[src/hdl/iqr_pkg.sv]
package iqr_pkg;

   // Field widths of the request and response words
   localparam int CAP_W   = 7;
   localparam int VALUE_W = 32;
   localparam int POS_W   = 6;
   localparam int SLOT_W  = 6;
   localparam int COUNT_W = 7;

   localparam logic [CAP_W-1:0] CAP_RESET = 7'd64;

   typedef enum logic [1:0] {
      OP_PUT    = 2'd0,
      OP_GET    = 2'd1,
      OP_REMOVE = 2'd2,
      OP_SEEK   = 2'd3
   } op_type;

   typedef enum logic [1:0] {
      ST_IDLE  = 2'd0,
      ST_READ  = 2'd1,
      ST_SHIFT = 2'd2,
      ST_EMIT  = 2'd3
   } state_type;

endpackage

[src/hdl/iqr_store.sv]
module iqr_store #(
   parameter int DEPTH      = 64,
   parameter int DATA_WIDTH = 32
) (
   input  logic                          clock,
   input  logic                          wr_en,
   input  logic [$clog2(DEPTH)-1:0]      wr_addr,
   input  logic [DATA_WIDTH-1:0]         wr_data,
   input  logic [$clog2(DEPTH)-1:0]      rd_addr,
   output logic [DATA_WIDTH-1:0]         rd_data
);

   logic [DATA_WIDTH-1:0] mem [DEPTH];
   logic [DATA_WIDTH-1:0] rd_data_ff;

   // one write port, one registered read port
   always_ff @(posedge clock) begin
      if (wr_en) begin
         mem[wr_addr] <= wr_data;
      end
      rd_data_ff <= mem[rd_addr];
   end

   assign rd_data = rd_data_ff;

endmodule

[src/hdl/indexed_queue_with_removal_unit.sv]
// Channel  Direction  Handshake            Payload
// req      in         req_valid/req_stall  req_type, req_entry_value, req_position
// rsp      out        rsp_valid/rsp_stall  rsp_accepted .. rsp_is_exhausted
// csr      in         csr_we               csr_wdata (capacity)
//
// One word at a time. Put, seek and every refused word go from accept to EMIT,
// where the response loads once the output register is free; get passes
// through READ first for the store read. Remove goes through READ, then SHIFT
// for each entry above position, compaction moving one entry per cycle, then EMIT.
// Synchronous reset clears count and cursor, reloads capacity to 64, leaves the store.
// A stalled response holds in its register; req_stall stays high until the next loads.
module indexed_queue_with_removal_unit #(
   parameter int DEPTH      = 64,
   parameter int DATA_WIDTH = 32
) (
   input  logic                          clock,
   input  logic                          reset,
   // request channel
   input  logic                          req_valid,
   output logic                          req_stall,
   input  logic [1:0]                    req_type,
   input  logic [iqr_pkg::VALUE_W-1:0]   req_entry_value,
   input  logic [iqr_pkg::POS_W-1:0]     req_position,
   // response channel
   output logic                          rsp_valid,
   input  logic                          rsp_stall,
   output logic                          rsp_accepted,
   output logic [iqr_pkg::VALUE_W-1:0]   rsp_read_value,
   output logic [iqr_pkg::SLOT_W-1:0]    rsp_slot_index,
   output logic [iqr_pkg::COUNT_W-1:0]   rsp_entry_count,
   output logic [iqr_pkg::COUNT_W-1:0]   rsp_cursor,
   output logic                          rsp_is_full,
   output logic                          rsp_is_empty,
   output logic                          rsp_is_exhausted,
   // configuration
   input  logic                          csr_we,
   input  logic [iqr_pkg::CAP_W-1:0]     csr_wdata
);

   // address and count widths follow from DEPTH; the compare width is the larger of the count width and COUNT_W
   localparam int AW     = $clog2(DEPTH);
   localparam int CNT_W  = $clog2(DEPTH + 1);
   localparam int CMP_W  = (CNT_W > iqr_pkg::COUNT_W) ? CNT_W : iqr_pkg::COUNT_W;
   localparam int DW_MAX = (DATA_WIDTH > iqr_pkg::VALUE_W) ? DATA_WIDTH : iqr_pkg::VALUE_W;
   localparam logic [CMP_W-1:0] DEPTH_W = CMP_W'(DEPTH);

   // control state
   iqr_pkg::state_type state_ff, state_in;
   logic [CNT_W-1:0]   count_ff, count_in;
   logic [CNT_W-1:0]   cursor_ff, cursor_in;
   logic [iqr_pkg::CAP_W-1:0] cap_ff;
   logic               rsp_valid_ff, rsp_valid_in;

   // per-word working registers
   iqr_pkg::op_type    op_ff, op_in;
   logic [CMP_W-1:0]   pos_ff, pos_in;
   logic [CNT_W-1:0]   sh_ff, sh_in;
   logic               ok_ff, ok_in;
   logic [DATA_WIDTH-1:0] rd_ff, rd_in;
   logic [iqr_pkg::SLOT_W-1:0] slot_ff, slot_in;

   // response register
   logic               acc_ff, acc_in;
   logic [iqr_pkg::VALUE_W-1:0] rval_ff, rval_in;
   logic [iqr_pkg::SLOT_W-1:0]  rslot_ff, rslot_in;
   logic [iqr_pkg::COUNT_W-1:0] rcount_ff, rcount_in;
   logic [iqr_pkg::COUNT_W-1:0] rcursor_ff, rcursor_in;
   logic               rfull_ff, rfull_in;
   logic               rempty_ff, rempty_in;
   logic               rexh_ff, rexh_in;

   // store port
   logic                  mem_we;
   logic [AW-1:0]         mem_waddr;
   logic [DATA_WIDTH-1:0] mem_wdata;
   logic [AW-1:0]         mem_raddr;
   logic [DATA_WIDTH-1:0] mem_rdata;

   // widened views for compares
   logic [CMP_W-1:0]  count_w, cursor_w, cap_w, eff_w, req_pos_w, pos_p1, sh_p1;
   logic [CNT_W-1:0]  count_dec, sh_m1;
   logic [DW_MAX-1:0] val_ext, rd_ext;
   logic              emit_load;

   assign count_w   = CMP_W'(count_ff);
   assign cursor_w  = CMP_W'(cursor_ff);
   assign cap_w     = CMP_W'(cap_ff);
   assign eff_w     = (cap_w < DEPTH_W) ? cap_w : DEPTH_W;
   assign req_pos_w = CMP_W'(req_position);
   assign pos_p1    = pos_ff + CMP_W'(1);
   assign sh_p1     = CMP_W'(sh_ff) + CMP_W'(1);
   assign sh_m1     = sh_ff - CNT_W'(1);
   assign count_dec = count_ff - CNT_W'(1);
   assign val_ext   = DW_MAX'(req_entry_value);
   assign rd_ext    = DW_MAX'(rd_ff);
   assign emit_load = (state_ff == iqr_pkg::ST_EMIT) && (!rsp_valid_ff || !rsp_stall);

   iqr_store #(
      .DEPTH      (DEPTH),
      .DATA_WIDTH (DATA_WIDTH)
   ) u_store (
      .clock   (clock),
      .wr_en   (mem_we),
      .wr_addr (mem_waddr),
      .wr_data (mem_wdata),
      .rd_addr (mem_raddr),
      .rd_data (mem_rdata)
   );

   always_comb begin
      state_in     = state_ff;
      count_in     = count_ff;
      cursor_in    = cursor_ff;
      op_in        = op_ff;
      pos_in       = pos_ff;
      sh_in        = sh_ff;
      ok_in        = ok_ff;
      rd_in        = rd_ff;
      slot_in      = slot_ff;
      rsp_valid_in = rsp_valid_ff && rsp_stall;
      acc_in       = acc_ff;
      rval_in      = rval_ff;
      rslot_in     = rslot_ff;
      rcount_in    = rcount_ff;
      rcursor_in   = rcursor_ff;
      rfull_in     = rfull_ff;
      rempty_in    = rempty_ff;
      rexh_in      = rexh_ff;
      mem_we       = 1'b0;
      mem_waddr    = count_ff[AW-1:0];
      mem_wdata    = val_ext[DATA_WIDTH-1:0];
      mem_raddr    = cursor_ff[AW-1:0];

      unique case (state_ff)
         iqr_pkg::ST_IDLE: begin
            if (req_valid) begin
               op_in    = iqr_pkg::op_type'(req_type);
               pos_in   = req_pos_w;
               ok_in    = 1'b0;
               rd_in    = '0;
               slot_in  = '0;
               state_in = iqr_pkg::ST_EMIT;
               unique case (iqr_pkg::op_type'(req_type))
                  iqr_pkg::OP_PUT: begin
                     // append at slot = count
                     if (count_w < eff_w) begin
                        mem_we   = 1'b1;
                        slot_in  = count_w[iqr_pkg::SLOT_W-1:0];
                        count_in = count_ff + CNT_W'(1);
                        ok_in    = 1'b1;
                     end
                  end
                  iqr_pkg::OP_GET: begin
                     if (cursor_w < count_w) begin
                        mem_raddr = cursor_ff[AW-1:0];
                        cursor_in = cursor_ff + CNT_W'(1);
                        ok_in     = 1'b1;
                        state_in  = iqr_pkg::ST_READ;
                     end
                  end
                  iqr_pkg::OP_REMOVE: begin
                     if (req_pos_w < count_w) begin
                        mem_raddr = req_pos_w[AW-1:0];
                        ok_in     = 1'b1;
                        state_in  = iqr_pkg::ST_READ;
                     end
                  end
                  iqr_pkg::OP_SEEK: begin
                     if (req_pos_w < eff_w) begin
                        cursor_in = req_pos_w[CNT_W-1:0];
                        ok_in     = 1'b1;
                     end
                  end
               endcase
            end
         end
         iqr_pkg::ST_READ: begin
            // capture the returned entry; for a remove, start compaction
            rd_in    = mem_rdata;
            state_in = iqr_pkg::ST_EMIT;
            if (op_ff == iqr_pkg::OP_REMOVE) begin
               if (pos_p1 < count_w) begin
                  mem_raddr = pos_p1[AW-1:0];
                  sh_in     = pos_p1[CNT_W-1:0];
                  state_in  = iqr_pkg::ST_SHIFT;
               end else begin
                  count_in  = count_dec;
                  cursor_in = (cursor_ff > count_dec) ? count_dec : cursor_ff;
               end
            end
         end
         iqr_pkg::ST_SHIFT: begin
            // entry sh arrives now: drop it one slot lower, fetch the next
            mem_we    = 1'b1;
            mem_waddr = sh_m1[AW-1:0];
            mem_wdata = mem_rdata;
            if (sh_p1 < count_w) begin
               mem_raddr = sh_p1[AW-1:0];
               sh_in     = sh_p1[CNT_W-1:0];
            end else begin
               count_in  = count_dec;
               cursor_in = (cursor_ff > count_dec) ? count_dec : cursor_ff;
               state_in  = iqr_pkg::ST_EMIT;
            end
         end
         iqr_pkg::ST_EMIT: begin
            // load the response word once the output register is free
            if (emit_load) begin
               rsp_valid_in = 1'b1;
               acc_in       = ok_ff;
               rval_in      = rd_ext[iqr_pkg::VALUE_W-1:0];
               rslot_in     = slot_ff;
               rcount_in    = count_w[iqr_pkg::COUNT_W-1:0];
               rcursor_in   = cursor_w[iqr_pkg::COUNT_W-1:0];
               rfull_in     = (count_w >= eff_w);
               rempty_in    = (count_ff == '0);
               rexh_in      = (cursor_w >= count_w);
               state_in     = iqr_pkg::ST_IDLE;
            end
         end
      endcase
   end

   always_ff @(posedge clock) begin
      if (reset) begin
         state_ff     <= iqr_pkg::ST_IDLE;
         count_ff     <= '0;
         cursor_ff    <= '0;
         cap_ff       <= iqr_pkg::CAP_RESET;
         rsp_valid_ff <= 1'b0;
      end else begin
         state_ff     <= state_in;
         count_ff     <= count_in;
         cursor_ff    <= cursor_in;
         rsp_valid_ff <= rsp_valid_in;
         if (csr_we) begin
            cap_ff <= csr_wdata;
         end
      end
   end

   // payload registers, no reset
   always_ff @(posedge clock) begin
      op_ff      <= op_in;
      pos_ff     <= pos_in;
      sh_ff      <= sh_in;
      ok_ff      <= ok_in;
      rd_ff      <= rd_in;
      slot_ff    <= slot_in;
      acc_ff     <= acc_in;
      rval_ff    <= rval_in;
      rslot_ff   <= rslot_in;
      rcount_ff  <= rcount_in;
      rcursor_ff <= rcursor_in;
      rfull_ff   <= rfull_in;
      rempty_ff  <= rempty_in;
      rexh_ff    <= rexh_in;
   end

   assign req_stall        = (state_ff != iqr_pkg::ST_IDLE);
   assign rsp_valid        = rsp_valid_ff;
   assign rsp_accepted     = acc_ff;
   assign rsp_read_value   = rval_ff;
   assign rsp_slot_index   = rslot_ff;
   assign rsp_entry_count  = rcount_ff;
   assign rsp_cursor       = rcursor_ff;
   assign rsp_is_full      = rfull_ff;
   assign rsp_is_empty     = rempty_ff;
   assign rsp_is_exhausted = rexh_ff;

   // compaction only ever touches slots below the count
   a_shift_in_range: assert property (@(posedge clock) disable iff (reset)
      (state_ff == iqr_pkg::ST_SHIFT) |-> (sh_ff < count_ff) && (sh_ff != '0))
      else $error("compaction index outside stored entries");

   // the count and the cursor never exceed the store depth
   a_count_bound: assert property (@(posedge clock) disable iff (reset)
      (count_w <= DEPTH_W) && (cursor_w <= DEPTH_W))
      else $error("count or cursor beyond store depth");

   // a successful put raises the count by exactly one
   a_put_count: assert property (@(posedge clock) disable iff (reset)
      (state_ff == iqr_pkg::ST_IDLE && req_valid && req_type == iqr_pkg::OP_PUT
       && count_w < eff_w) |=> (count_ff == $past(count_ff) + CNT_W'(1)))
      else $error("put did not advance the count");

   // a loaded response is presented and the block returns to idle
   a_emit: assert property (@(posedge clock) disable iff (reset)
      emit_load |=> rsp_valid_ff && (state_ff == iqr_pkg::ST_IDLE))
      else $error("response not presented after emit");

endmodule
[config.mk]
export PLATFORM = sky130hd
export DESIGN_NAME = indexed_queue_with_removal_unit
export DESIGN_NICKNAME = d
export VERILOG_FILES = /design/src/hdl/iqr_pkg.sv /design/src/hdl/iqr_store.sv /design/src/hdl/indexed_queue_with_removal_unit.sv
export SDC_FILE = /design/constraint.sdc
export NUM_CORES = 2
export LEC_CHECK = 0
export BUFFER_PORTS_ARGS = -buffer_cell sky130_fd_sc_hd__buf_2
export CORE_AREA = 5 5 387 674
export CTS_CLUSTER_DIAMETER = 40
export CTS_CLUSTER_SIZE = 10
export DETAILED_ROUTE_END_ITERATION = 8
export DIE_AREA = 0 0 392 679
export GPL_TIMING_DRIVEN = 1
export PLACE_DENSITY = 0.59
export SYNTH_ARGS = -nofsm -noshare
export SYNTH_HDL_FRONTEND = slang
export SYNTH_SLANG_ARGS = --single-unit
[constraint.sdc]
create_clock -name clock -period 11.7 [get_ports clock]
set_input_delay 1.17 -clock clock [delete_from_list [all_inputs] [get_ports clock]]
set_output_delay 1.17 -clock clock [all_outputs]
set_load 0.05 [all_outputs]
==> metrics.csv <==
stage,metric,value,unit
timing,rsz0062_at_grt,no,
hold_path,hold_start,rd_ext[15]$_SDFFCE_PN0P_,
hold_path,holdPathEnd,rsp_read_value[15]$_DFFE_PP_,
synth,synth.net_count,6926,
worst_setup_path,r2r-end,u_store.rd_data[30]$_DFF_P_,
placed_design,io_buffers,109,
global_routing,grt_usage,22.0,%
clocking,clock_latency,850,ps
worst_setup_path,r2r-start,sh_ff[0]$_DFFE_PP_,
worst_setup_path,r2r_cells,17,
power_and_ir_drop,vdd_drop_max,347,uV
placed_design,place_inst,9993,
synth,synth_cell_types,69,
layout,area_growth,14.9,%
synth,ys_top_cells_by_area,"edfxtp_1 73%, nand2_1 8.5%, nand3_1 4.7%",
hold_path,worstHoldPathCells,0,
floorplanning,rows,245,
detailed_routing,dr.pass1.iters,6,
clocking,hold_buffers,0,
floorplanning,die_w,392,um
detailed_routing,wl_per_cell,28.5,um
synth,ys_seq_area_share,74.4,%
worst_setup_path,end_kind,flip-flop,
synth,synth-seq-cells,2214,
detailed_routing,wl,300000,um
synth,synth_area_leader_cell,edfxtp_1,
timing,hold_viol,0,
timing,fin_crit,6850,ps
floorplanning,die_area,266000,um2
power_and_ir_drop,leakagePower,34.6,nW
worst_setup_path,crit_slowest_cell,o211ai_1,
timing,setup_ws,4850,ps
worst_setup_path,reg2reg_slack,4850,ps
clocking,clock_path_buffers,4,
detailed_routing,viasPerCell,5.60,
worst_setup_path,cp_max_fo,100,
power_and_ir_drop,total_power,32.5,mW
floorplanning,num_io_pins,110,
placed_design,place_ws,4930,ps
global_routing,grt_start_max_net_pins,181,
global_routing,grt_pass1_vias,57663,
timing,tns,0,ps
placed_design,place_hpwl,165000,um
floorplanning,coreArea,254000,um2
timing,timing.slew.headroom,-2.48,%
placed_design,placed_area,93300,um2
layout,instances_no_fill,10556,
clocking,ctsResizeCount,0,
synth,synth_top_area_share,73.1,%
timing,max_freq,146,MHz
worst_setup_path,critPathMaxStageDelay,1170,ps
layout,layout.nets,7053,
worst_setup_path,cp_cell_sequence,ha_1 > nand3_1 > xor2_1 > inv_1 > ha_1 > a21oi_1 > o21ai_0 > a21o_1 > a22o_1 > o21bai_1 > o22a_4 > buf_4 > buf_12 > nor2_1 > a221o_1 > o211ai_1 > and3_1,
floorplanning,initial_core_util,34.8,%
worst_setup_path,critPathKind,flip-flop to flip-flop,
synth,synthesis.area,88700,um2
placed_design,gp_congestion,0.888,
timing,fin_crit_sh,58.5,%
global_routing,antenna_found_initial,38,
run_status,status,"complete, but fails checks",
timing,tightest_slew,1530,ps
clocking,cts_setup_buffers,0,
detailed_routing,drt-initial-drc-count,7314,
timing,setup_violations,0,
clocking,htree_levels,5,
synth,synthArstFlopShare,0,%
worst_setup_path,critPathLaunchType,flip-flop,
synth,netlist_instances,6816,
clocking,cts_buffers,282,
timing,maxSlewViolCount,22,
synth,ys.flop_type,edfxtp_1,
clocking,cts_tree,built,
worst_setup_path,cp.arrival,7580,ps
floorplanning,die_h,679,um
detailed_routing,ant_nets,0,
layout,drive_gt1_share,10.4,%
layout,utilization,40.0,%
power_and_ir_drop,power_density,319,nW/um2
detailed_routing,dr_total_vias,59090,
synth,yosysMostFrequentCell,edfxtp_1,
worst_setup_path,critical_path.most_common_cell,ha_1,
global_routing,grt-ovfl-total,0,
clocking,root_buffer,clkbuf_16,
synth,yosysWarnings,0,
global_routing,grt_pass1_wl,423000,um
worst_setup_path,required,12430,ps
run,maxCapViolCount,2,
run_status,violations,"capacitance limit, slew limit",
detailed_routing,drc_errors,0,
synth,synthTopCellsByCount,"2158 x edfxtp_1, 1997 x nand2_1, 841 x nand3_1",
timing,skew,62.9,ps
clocking,cts_num_sinks,2214,
clocking,clk_pin_slew,60,ps
synth,synth_edf_count,2158,
hold_path,hold_path_class,flip-flop to flip-flop,
layout,postLayoutCellArea,102000,um2
synth,syn_area_per_cell,13.0,um2
timing,holdWs,373,ps
power breakdown:
group          total [mW]  switching, mW  leakage, nW  internal, mW
combinational        14.4           10.8         10.8          3.58
sequential           10.3          0.347         19.9          9.93
clock                7.86           3.19         3.95          4.67
total                32.5           14.3         34.6          18.2
sequential cells by signal (all words and copies together), names as in the netlist, 2 cells and up:
signal / cells
rsp_entry_count: 7
rsp_read_value: 32
pos_ff: 6
cursor_ff: 7
rsp_cursor: 7
rsp_slot_index: 6
count_ff: 7
slot_ff: 6
rd_ext: 32
u_store.mem: 2048
sh_ff: 7
u_store.rd_data: 32
state_ff: 2
op_ff: 2
cap_ff: 7
cells in the final DEF (no fill, tap or decap), types with 11 or more instances in the layout:
| master | instances |
|---|---|
| nor2_1 | 98 |
| mux2i_1 | 54 |
| clkinv_2 | 11 |
| o21ai_0 | 32 |
| a311oi_1 | 23 |
| inv_1 | 25 |
| and3_1 | 167 |
| xnor2_1 | 15 |
| inv_6 | 11 |
| a21o_1 | 21 |
| clkbuf_16 | 291 |
| or3_1 | 25 |
| a31oi_1 | 224 |
| a21oi_1 | 96 |
| buf_4 | 148 |
| and2_1 | 39 |
| dfxtp_1 | 56 |
| buf_2 | 109 |
| a22oi_1 | 58 |
| a211oi_1 | 11 |
| mux2_2 | 33 |
| nand4_1 | 109 |
| ha_1 | 57 |
| nor2_4 | 67 |
| diode_2 | 137 |
| clkbuf_1 | 81 |
| and4_1 | 32 |
| nand2_1 | 1996 |
| edfxtp_1 | 2158 |
| buf_12 | 14 |
| o211ai_1 | 32 |
| nand3_1 | 841 |
| nand2b_1 | 11 |
critical path: cells and delay by family, from the launching register on:
family / cells / cell delay, ps
DFF: 1 / 500
adders and majority gates: 2 / 580
AOI/OAI and AO/OA: 8 / 3520
xor gates and xnor gates: 1 / 260
and+or+nand+nor: 3 / 770
buffers and inverters: 3 / 1030
routing by layer:
metal | global-route usage [%] | wire length, um
met1 | 25.3 | 105000
met3 | 3.53 | 24500
met5 | 0 | 77
met2 | 37.7 | 149000
met4 | 14.5 | 21400
worst max path at each step:
stage | from | to | slack [ps]
6_report | sh_ff[0]$_DFFE_PP_ | u_store.rd_data[30]$_DFF_P_ | 4850
5_1_grt | sh_ff[0]$_DFFE_PP_ | u_store.rd_data[30]$_DFF_P_ | 4740
4_1_cts | sh_ff[0]$_DFFE_PP_ | u_store.rd_data[10]$_DFF_P_ | 5120
3_5_place_dp | req_position[4] | u_store.rd_data[12]$_DFF_P_ | 4930
3_3_place_gp | req_position[4] | u_store.rd_data[12]$_DFF_P_ | 4920
2_1_floorplan | state_ff[1]$_SDFFE_PP0P_ | rsp_accepted$_DFFE_PP_ | 7220
final cells by class:
class	count	area (um2)
well taps	3334	4170
repair buffers	271	1940
clock inverters	47	473
clock buffers	379	7680
flip-flops and latches	2214	65900
inverters	26	97.6
multi-input cells	4148	21200
diodes	137	343
fillers	23494	153000
cell families (layout without fill, tap and decap cells):
logic type      after synthesis  in the layout  share of synthesized area [%]
buf+inv                     454            723                           2.39
mux                          90             90                           1.08
flops                      2214           2214                           74.4
compound gates              565            565                           4.23
simple gates               3411           3411                           16.9
fa+ha+maj                    58             58                          0.819
xor+xnor                     24             24                          0.237
other cells                   0            137                              0
Note: power is estimated with default switching activity, not from simulation.
